File: config.mk
export PLATFORM = sky130hd
export DESIGN_NAME = fcpa_ctrl
export DESIGN_NICKNAME = d
export VERILOG_FILES = /design/src/hdl/fcpa_pkg.sv /design/src/hdl/fcpa_ctrl.sv
export SDC_FILE = /design/constraint.sdc
export NUM_CORES = 1
export LEC_CHECK = 0
export BUFFER_PORTS_ARGS = -buffer_cell sky130_fd_sc_hd__buf_2
export CAP_MARGIN = 15
export CORE_AREA = 2 2 39 41
export DETAILED_ROUTE_END_ITERATION = 16
export DIE_AREA = 0 0 41 43
export GPL_ROUTABILITY_DRIVEN = 0
export PLACE_DENSITY_LB_ADDON = 0.15
export SKIP_LAST_GASP = 1
export SYNTH_ARGS = -nofsm -noshare
export SYNTH_HDL_FRONTEND = slang
export SYNTH_SLANG_ARGS = --single-unit
export TNS_END_PERCENT = 50
File: constraint.sdc
create_clock -name clock -period 1.7 [get_ports clock]
set_clock_uncertainty 0.05 [all_clocks]
set_input_delay 0.255 -clock clock [delete_from_list [all_inputs] [get_ports clock]]
set_output_delay 0.255 -clock clock [all_outputs]
set_load 0.005 [all_outputs]
File: src/hdl/fcpa_pkg.sv
// Package for the fixed cell pool allocator.
// Holds port field widths, request and status codes, controller states and the
// command and status structs passed between the controller and the datapath.
package fcpa_pkg;

   localparam int CELL_W    = 10;
   localparam int CFG_W     = 9;
   localparam int CFG_RESET = 16;

   localparam logic REQ_ALLOC  = 1'b0;
   localparam logic REQ_FREE   = 1'b1;
   localparam logic STATUS_OK  = 1'b0;
   localparam logic STATUS_OOM = 1'b1;

   typedef enum logic [1:0] {
      ST_IDLE,
      ST_CARVE,
      ST_READ,
      ST_POP
   } fcpa_state_type;

   typedef struct packed {
      logic push_free;
      logic carve_init;
      logic carve_step;
      logic rd_issue;
      logic pop;
      logic load_oom;
   } fcpa_cmd_type;

   typedef struct packed {
      logic head_empty;
      logic pool_done;
      logic carve_last;
   } fcpa_stat_type;

endpackage

File: src/hdl/fcpa_ctrl.sv
// Controller of the fixed cell pool allocator: request and result handshakes
// and the state machine that sequences carve, link read and pop.
// Depends on fcpa_pkg; commands fcpa_datapath.
module fcpa_ctrl
   import fcpa_pkg::*;
(
   input  logic          clock,
   input  logic          reset,
   input  logic          req_valid,
   output logic          req_stall,
   input  logic          req_type,
   output logic          rsp_valid,
   input  logic          rsp_stall,
   input  fcpa_stat_type stat,
   output fcpa_cmd_type  cmd
);

   fcpa_state_type state_ff, state_in;
   logic           rsp_valid_ff, rsp_valid_in;
   logic           slot_free;
   logic           accept;
   logic           load;

   assign slot_free = !rsp_valid_ff || !rsp_stall;
   assign req_stall = (state_ff != ST_IDLE) || !slot_free;
   assign accept    = req_valid && !req_stall;

   always_comb begin
      state_in = state_ff;
      cmd      = '0;
      load     = 1'b0;
      unique case (state_ff)
         ST_IDLE: begin
            if (accept) begin
               if (req_type == REQ_FREE) begin
                  cmd.push_free = 1'b1;
                  load          = 1'b1;
               end else if (!stat.head_empty) begin
                  cmd.rd_issue = 1'b1;
                  state_in     = ST_POP;
               end else if (stat.pool_done) begin
                  cmd.load_oom = 1'b1;
                  load         = 1'b1;
               end else begin
                  cmd.carve_init = 1'b1;
                  state_in       = ST_CARVE;
               end
            end
         end
         ST_CARVE: begin
            cmd.carve_step = 1'b1;
            if (stat.carve_last) begin
               state_in = ST_READ;
            end
         end
         ST_READ: begin
            cmd.rd_issue = 1'b1;
            state_in     = ST_POP;
         end
         ST_POP: begin
            if (slot_free) begin
               cmd.pop  = 1'b1;
               load     = 1'b1;
               state_in = ST_IDLE;
            end
         end
         default: state_in = ST_IDLE;
      endcase
   end

   always_comb begin
      rsp_valid_in = rsp_valid_ff && rsp_stall;
      if (load) begin
         rsp_valid_in = 1'b1;
      end
   end

   always_ff @(posedge clock) begin
      if (reset) begin
         state_ff     <= ST_IDLE;
         rsp_valid_ff <= 1'b0;
      end else begin
         state_ff     <= state_in;
         rsp_valid_ff <= rsp_valid_in;
      end
   end

   assign rsp_valid = rsp_valid_ff;

endmodule

==> metrics.md, run 1 <==
| Metric | Value |
|---|---|
| Commonest cells in the netlist | `nand2_1, ha_1, inv_1` |
| Syn avg cell area | `8.014 um^2` |
| Reg2reg setup slack | `0.29 ns` |
| Status | `complete, no violations` |
| Slew headroom | `84.07%` |
| Wire per inst | `10.58 um` |
| Slowest stage delay, CP | `0.35 ns` |
| CP max-delay cell | `dfxtp_1` |
| Seq/Total Area, Yosys | `20.25%` |
| Post-layout util | `31.92%` |
| Tightest Hold Check Type | `in -> reg` |
| Cell area after synthesis | `296.5 um^2` |
| Crit path DAT | `1.29 ns` |
| Combinational Power Share | `61.2%` |
| Largest net degree at the start of global routing | `6` |
| Rows | `14` |
| Dominant cells by area after synthesis | `ha_1, dfxtp_1, a311oi_1` |
| Final ANT Viol Nets | `0` |
| Sw power | `281.9 uW` |
| I/O pin cnt | `16` |
| Final Max Tran Viols | `0` |
| Hold path start | `reset` |
| DP HPWL | `619.4 um` |
| Global-route usage over all layers | `9.829%` |
| First-pass GRT wire length | `1.173 mm` |
| Count leader, synth | `nand2_1` |
| Hold path cells | `2` |
| Initial DRC Count | `6` |
| CP Capture Type | `output port` |
| Num CTS Buffers | `3` |
| Drt first pass iters | `4` |
| Antenna cells | `0` |
| Synth top area share | `21.10%` |
| Final cycle utilization of the critical path | `93.92%` |
| PD cells | `1522 mW/mm^2` |
| Internal power | `390.5 uW` |
| CTS tree | `built` |
| Core Area | `0.001384 mm^2` |
| Register share of total power | `20.3%` |
| CTS H-tree depth | `1` |
| Synth Register Bits | `3` |
| Final setup viols | `0` |
| Setup tns final | `0 ns` |
| Leakage | `0.0002250 uW` |
| Async S/R FF share, synth | `0%` |
| Longest Clk Path Bufs | `2` |
| Vias/cell | `4.507` |
| Final nets | `71` |
| Worst reg2reg endpoint | `state_ff[0]$_SDFFE_PP0P_` |
| Die Y | `43 um` |
| # DRC | `0` |
| Max FO, Critical Path | `4` |
| Routed via count | `329` |
| Distinct cells, synth | `18` |
| Layout cells sized above 1 | `49.12%` |
| Net Sw Frac | `41.92%` |
| Clock Latency Late Sink | `0.23 ns` |
| Worst Max-Slew Pin Slew | `0.2374 ns` |
| GRT overflow | `0` |
| Die Area | `0.001763 mm^2` |
| CP required | `1.39 ns` |
| Clock root cell | `clkbuf_4` |
| Most used DFF post-synth | `dfxtp_1` |
| Fmax | `626.3 MHz` |
| CP startpoint kind | `flop` |
| Initial antenna violation count | `0` |
| Total power | `672.4 uW` |
| Max cap viols | `0` |
| Clock power frac | `18.5%` |
| Tmin final | `1.597 ns` |
| Cells after synthesis | `37` |
| Area grow syn2layout | `48.95%` |
| Yosys top cell by area | `ha_1` |
| Worst path cell trace | `inv_2 > ha_2 > nand2_1 > o41ai_2 > buf_2` |
| Clock sinks | `3` |
| Port-buffer cells | `15` |
| Peak VDD IR | `0.3721 mV` |
| Reg2Reg Depth | `7` |
| Fin. Hold Viols | `0` |
| Count of warnings emitted by yosys | `0` |
| Worst-path clk slew | `0.04 ns` |
| Worst Hold End | `state_ff[1]$_SDFFE_PP0P_` |
| RR Startpoint | `state_ff[0]$_SDFFE_PP0P_` |
| Hold_buf cts | `0` |
| Worst setup path category | `reg -> out` |
| Fillers | `161` |
| Syn nets | `50` |
| Die X | `41 um` |
| Vias in the first global route | `312` |
| Post-synth EDFFs | `0` |
| Initial Utilization | `21.43%` |
| Total wire length | `772 um` |
==> stage by stage <==
step                cell area, um^2  std cells  hold WS [ns]  worst slack (ns)
floorplan                     296.5         37        0.2771            0.3795
global placement              391.6         68        0.4075            0.2051
detailed placement            391.6         68        0.4126            0.2307
CTS                           427.9         73        0.1585           0.02402
global route                  441.7         73        0.1600          -0.01122
finish                        441.7         73        0.1603            0.1034
==> worst max path at each step <==
| stage | startpoint | end | cells after the start |
|---|---|---|---|
| floorplan | state_ff[1]$_SDFFE_PP0P_ | state_ff[0]$_SDFFE_PP0P_ | 6 |
| global placement | state_ff[0]$_SDFFE_PP0P_ | cmd[2] | 5 |
| detailed placement | state_ff[0]$_SDFFE_PP0P_ | cmd[2] | 5 |
| CTS | state_ff[1]$_SDFFE_PP0P_ | cmd[2] | 5 |
| global route | state_ff[0]$_SDFFE_PP0P_ | cmd[2] | 5 |
| finish | state_ff[0]$_SDFFE_PP0P_ | cmd[2] | 5 |
==> power groups by stage <==
stage / Sequential (uW) / Clock (uW) / Combinational, uW
2_1_floorplan: 124 / 0 / 259
3_3_place_gp: 129 / 0 / 377
3_5_place_dp: 129 / 0 / 378
4_1_cts: 130 / 130 / 404
5_1_grt: 141 / 142 / 468
6_report: 136 / 125 / 412
==> cells in the final DEF (no fill, tap or decap), types with 2 or more instances in the layout <==
cell and n:
buf_2 15, nand2_1 6, ha_1 4, inv_1 3, a311oi_1 3, clkbuf_4 3
inv_2 2, nor2_1 2, a21oi_1 2, dfxtp_1 2
==> registers in the layout, indices dropped and copies added, names as in the netlist <==
name,cells
rsp_valid,1
state_ff,2
==> routing by layer <==
layer	vias to the layer above	share of wire [%]	global-route usage (%)
met1	142	43	10.90
met2	12	49	15.00
li1	175	-	-
met3	0	8.3	1.571
met5	-	0	0
met4	0	0	8.667
==> critical path, delay by kind of cell (launching register included) <==
kind,cells,cell delay [ns]
buffers and inverters,2,0.25
DFF,1,0.35
and+or+nand+nor,1,0.08
AOI/OAI and AO/OA,1,0.19
adders and majority gates,1,0.19
==> cells by family after synthesis <==
| logic type | share of synthesized area [%] |
|---|---|
| AOI/OAI and AO/OA | 28.69 |
| adders and majority gates | 21.10 |
| buffers and inverters | 6.330 |
| DFF | 20.25 |
| and+or+nand+nor | 23.63 |
==> repair_timing <==
item                                    in CTS  in global routing
resized for setup                            1                  5
buffers inserted                             1                  0
pin swaps                                    1                  2
endpoints found under the setup margin       2                  2
==> cell type report <==
type	count	area [um^2]	share of cell area, %
flip-flops and latches	3	61.31	13.88
repair buffers	16	82.58	18.70
multi-input cells	29	232.7	52.69
inverters	5	18.77	4.249
clock buffers	4	26.28	5.949
well taps	16	20.02	4.533
Note: power is estimated with default switching activity, not from simulation.
==> run 2, diff against run 1 <==
--- a/config.mk
+++ b/config.mk
@@ -5,7 +5,7 @@
 export SDC_FILE = /design/constraint.sdc
 export NUM_CORES = 1
 export LEC_CHECK = 0
-export BUFFER_PORTS_ARGS = -buffer_cell sky130_fd_sc_hd__buf_2
+export BUFFER_PORTS_ARGS = -buffer_cell sky130_fd_sc_hd__clkbuf_2
 export CAP_MARGIN = 15
 export CORE_AREA = 2 2 39 41
 export DETAILED_ROUTE_END_ITERATION = 16
==> run 2 against run 1 <==
- combinational power increased by 2%
- sequential share of layout area decreased by 0.17 points
- routed wire length decreased by 7.1%
- total power increased by 2.1%
- via count increased by 4.6%
- clock-buffer cell count unchanged
- critical path type unchanged
- largest cell class unchanged
- largest power group unchanged
- highest routed layer is now met4
==> metrics.md, run 2 (same netlist as run 1, synthesis figures left out) <==
| Metric | Value |
|---|---|
| Status | `complete, no violations` |
| Max cap viols | `0 (unchanged)` |
| Initial Utilization | `21.43% (unchanged)` |
| Crit path DAT | `1.33 ns (+0.04 ns)` |
| Worst path cell trace | `inv_2 > ha_4 > nand4_1 > nor3b_1 > clkbuf_2` |
| Drt first pass iters | `4 (unchanged)` |
| Clock power frac | `18.9% (+0.4 points)` |
| CP startpoint kind | `flop` |
| Tightest Hold Check Type | `in -> reg` |
| Metal1 wirelength | `291 um (-12%)` |
| Post-layout util | `31.65% (-0.27 points)` |
| Area grow syn2layout | `47.68%` |
| CP Capture Type | `output port` |
| Most frequent cells in the layout | `clkbuf_2, nand2_1, ha_1` |
| Leakage | `0.0002176 uW (-3.3%)` |
| Max FO, Critical Path | `5 (+1)` |
| Fin cells | `72 (-1.4%)` |
| Clock root cell | `clkbuf_4` |
| Final cycle utilization of the critical path | `96.32% (+2.4 points)` |
| CP Buf/Inv Count | `2 (unchanged)` |
| Unrepaired setup endpoints after global routing | `yes` |
| Port-buffer cells | `15 (unchanged)` |
| Global-route usage over all layers | `8.517% (-1.3 points)` |
| Routed wl met2 | `338 um (-9.9%)` |
| Combinational Power Share | `61.5% (+0.3 points)` |
| Fillers | `154 (-4.3%)` |
| Initial DRC Count | `4 (-2)` |
| Worst Hold End | `state_ff[0]$_SDFFE_PP0P_` |
| Hold path cells | `2 (unchanged)` |
| Wire per inst | `9.958 um (-5.8%)` |
| CTS tree | `built` |
| DR top layer | `met4` |
| RR Startpoint | `state_ff[1]$_SDFFE_PP0P_` |
| # DRC | `0 (unchanged)` |
| Hold_buf cts | `0 (unchanged)` |
| Largest net degree at the start of global routing | `6 (unchanged)` |
| Peak VDD IR | `0.4370 mV (+17%)` |
| CP required | `1.39 ns (about the same)` |
| Sw power | `291.5 uW (+3.4%)` |
| Final Max Tran Viols | `0 (unchanged)` |
| CP max-delay cell | `dfxtp_1` |
| Core Area | `0.001384 mm^2 (unchanged)` |
| I/O pin cnt | `16 (unchanged)` |
| Clock sinks | `3 (unchanged)` |
| Net Sw Frac | `42.46% (+0.54 points)` |
| Fmax | `610.7 MHz (-2.5%)` |
| PD cells | `1568 mW/mm^2 (+3.0%)` |
| First-pass GRT wire length | `986 um (-16%)` |
| Internal power | `395.0 uW (+1.2%)` |
| Initial antenna violation count | `0 (unchanged)` |
| Worst setup path category | `reg -> out` |
| Reg2Reg Depth | `6 (-1)` |
| Antenna cells | `0 (unchanged)` |
| Vias in the first global route | `274 (-12%)` |
| Longest Clk Path Bufs | `2 (unchanged)` |
| Rows | `14 (unchanged)` |
| Slowest stage delay, CP | `0.35 ns (about the same)` |
| Reg2reg setup slack | `0.28 ns (about the same)` |
| Worst-path clk slew | `0.04 ns (about the same)` |
| Final nets | `70 (-1.4%)` |
| GRT overflow | `0 (unchanged)` |
| Die Area | `0.001763 mm^2 (unchanged)` |
| Routed via count | `344 (+4.6%)` |
| Total wire length | `717 um (-7.1%)` |
| Vias/cell | `4.778 (+6.0%)` |
| Commonest non-fill, non-tap cell in the layout | `clkbuf_2` |
| Worst Max-Slew Pin Slew | `0.2376 ns (+0.0002221 ns)` |
| DP HPWL | `580.5 um (-6.3%)` |
| Final setup viols | `0 (unchanged)` |
| Num CTS Buffers | `3 (unchanged)` |
| DR WL met3 | `70 um (+9.4%)` |
| Top delay family on crit path | `flip-flops` |
| Number of flip-flops in the largest register | `2 (unchanged)` |
| Die Y | `43 um (unchanged)` |
| Worst reg2reg endpoint | `state_ff[1]$_SDFFE_PP0P_` |
| Die X | `41 um (unchanged)` |
| CTS H-tree depth | `1 (unchanged)` |
| Clock Latency Late Sink | `0.24 ns (about the same)` |
| Largest reg by FF count | `state_ff` |
| Slew headroom | `84.05% (about the same)` |
| Register share of total power | `19.6% (-0.7 points)` |
| Final ANT Viol Nets | `0 (unchanged)` |
| Tmin final | `1.637 ns (+0.04087 ns)` |
| Inst Count DP | `68 (unchanged)` |
| Fin. Hold Viols | `0 (unchanged)` |
| Hold path start | `reset` |
| Layout cells sized above 1 | `44.64% (-4.5 points)` |
[run 2: cell count changes in the layout (fill, tap and decap cells not counted), sizes merged]
cell | previous run | this run
buf | 16 | 0
clkbuf | 4 | 19
[run 2: worst max-delay path by stage]
| stage | startpoint | endpoint | slack [ns] | cells past startpoint |
|---|---|---|---|---|
| 2_1_floorplan | state_ff[1]$_SDFFE_PP0P_ | state_ff[0]$_SDFFE_PP0P_ | 0.38 | 6 |
| 3_3_place_gp | state_ff[0]$_SDFFE_PP0P_ | cmd[2] | 0.16 | 5 |
| 3_5_place_dp | state_ff[0]$_SDFFE_PP0P_ | cmd[2] | 0.20 | 5 |
| 4_1_cts | state_ff[1]$_SDFFE_PP0P_ | cmd[2] | 0.03 | 5 |
| 5_1_grt | state_ff[0]$_SDFFE_PP0P_ | cmd[4] | -0.03 | 5 |
| 6_report | state_ff[0]$_SDFFE_PP0P_ | cmd[4] | 0.06 | 5 |
[run 2: worst register-to-register path: stages (launching register included)]
cell and delay (ns):
dfxtp_1 0.38, inv_2 0.08, ha_1 0.19, nor2b_1 0.15, a21oi_4 0.15, a21oi_1 0.08
a311oi_1 0.24
[run 2: layer usage]
| metal | GRT usage [%] | up-vias |
|---|---|---|
| met1 | 7.987 | 154 |
| li1 | - | 170 |
| met4 | 6.000 | 0 |
| met3 | 3.141 | 2 |
| met5 | 0 | - |
| met2 | 14.06 | 18 |
[run 2: what timing repair did]
item,4_1_cts,5_1_grt
buffers inserted,0,0
resized for setup,3,2
endpoints found under the setup margin,2,2
endpoints found under the hold margin,0,0
[run 2: per-stage QoR]
stage | setup WS [ns] | TNS, ns | instance area [um^2] | total power (uW) | hold slack, ns
2_1_floorplan | 0.3795 | 0 | 296.5 | 383.4 | 0.2771
3_3_place_gp | 0.1569 | 0 | 391.6 | 514.0 | 0.4113
3_5_place_dp | 0.2008 | 0 | 391.6 | 506.0 | 0.4092
4_1_cts | 0.02681 | 0 | 430.4 | 679.3 | 0.1586
5_1_grt | -0.03185 | -0.03185 | 437.9 | 744.9 | 0.1563
6_report | 0.06256 | 0 | 437.9 | 686.6 | 0.1559
[run 2: area by class of cell]
class | instances | area, um^2 | share of cell area (%)
flip-flops and latches | 3 | 60.06 | 13.71
multi-input cells | 29 | 237.7 | 54.29
repair buffers | 15 | 75.07 | 17.14
well taps | 16 | 20.02 | 4.571
clock buffers | 4 | 26.28 | 6.000
inverters | 5 | 18.77 | 4.286
[run 2: power by group through the flow]
stage          Combinational (uW)  Sequential (uW)  Clock (uW)
5_1_grt                       466              138         141
3_5_place_dp                  375              131           0
6_report                      422              134         130
3_3_place_gp                  383              131           0
4_1_cts                       415              131         133
2_1_floorplan                 259              124           0
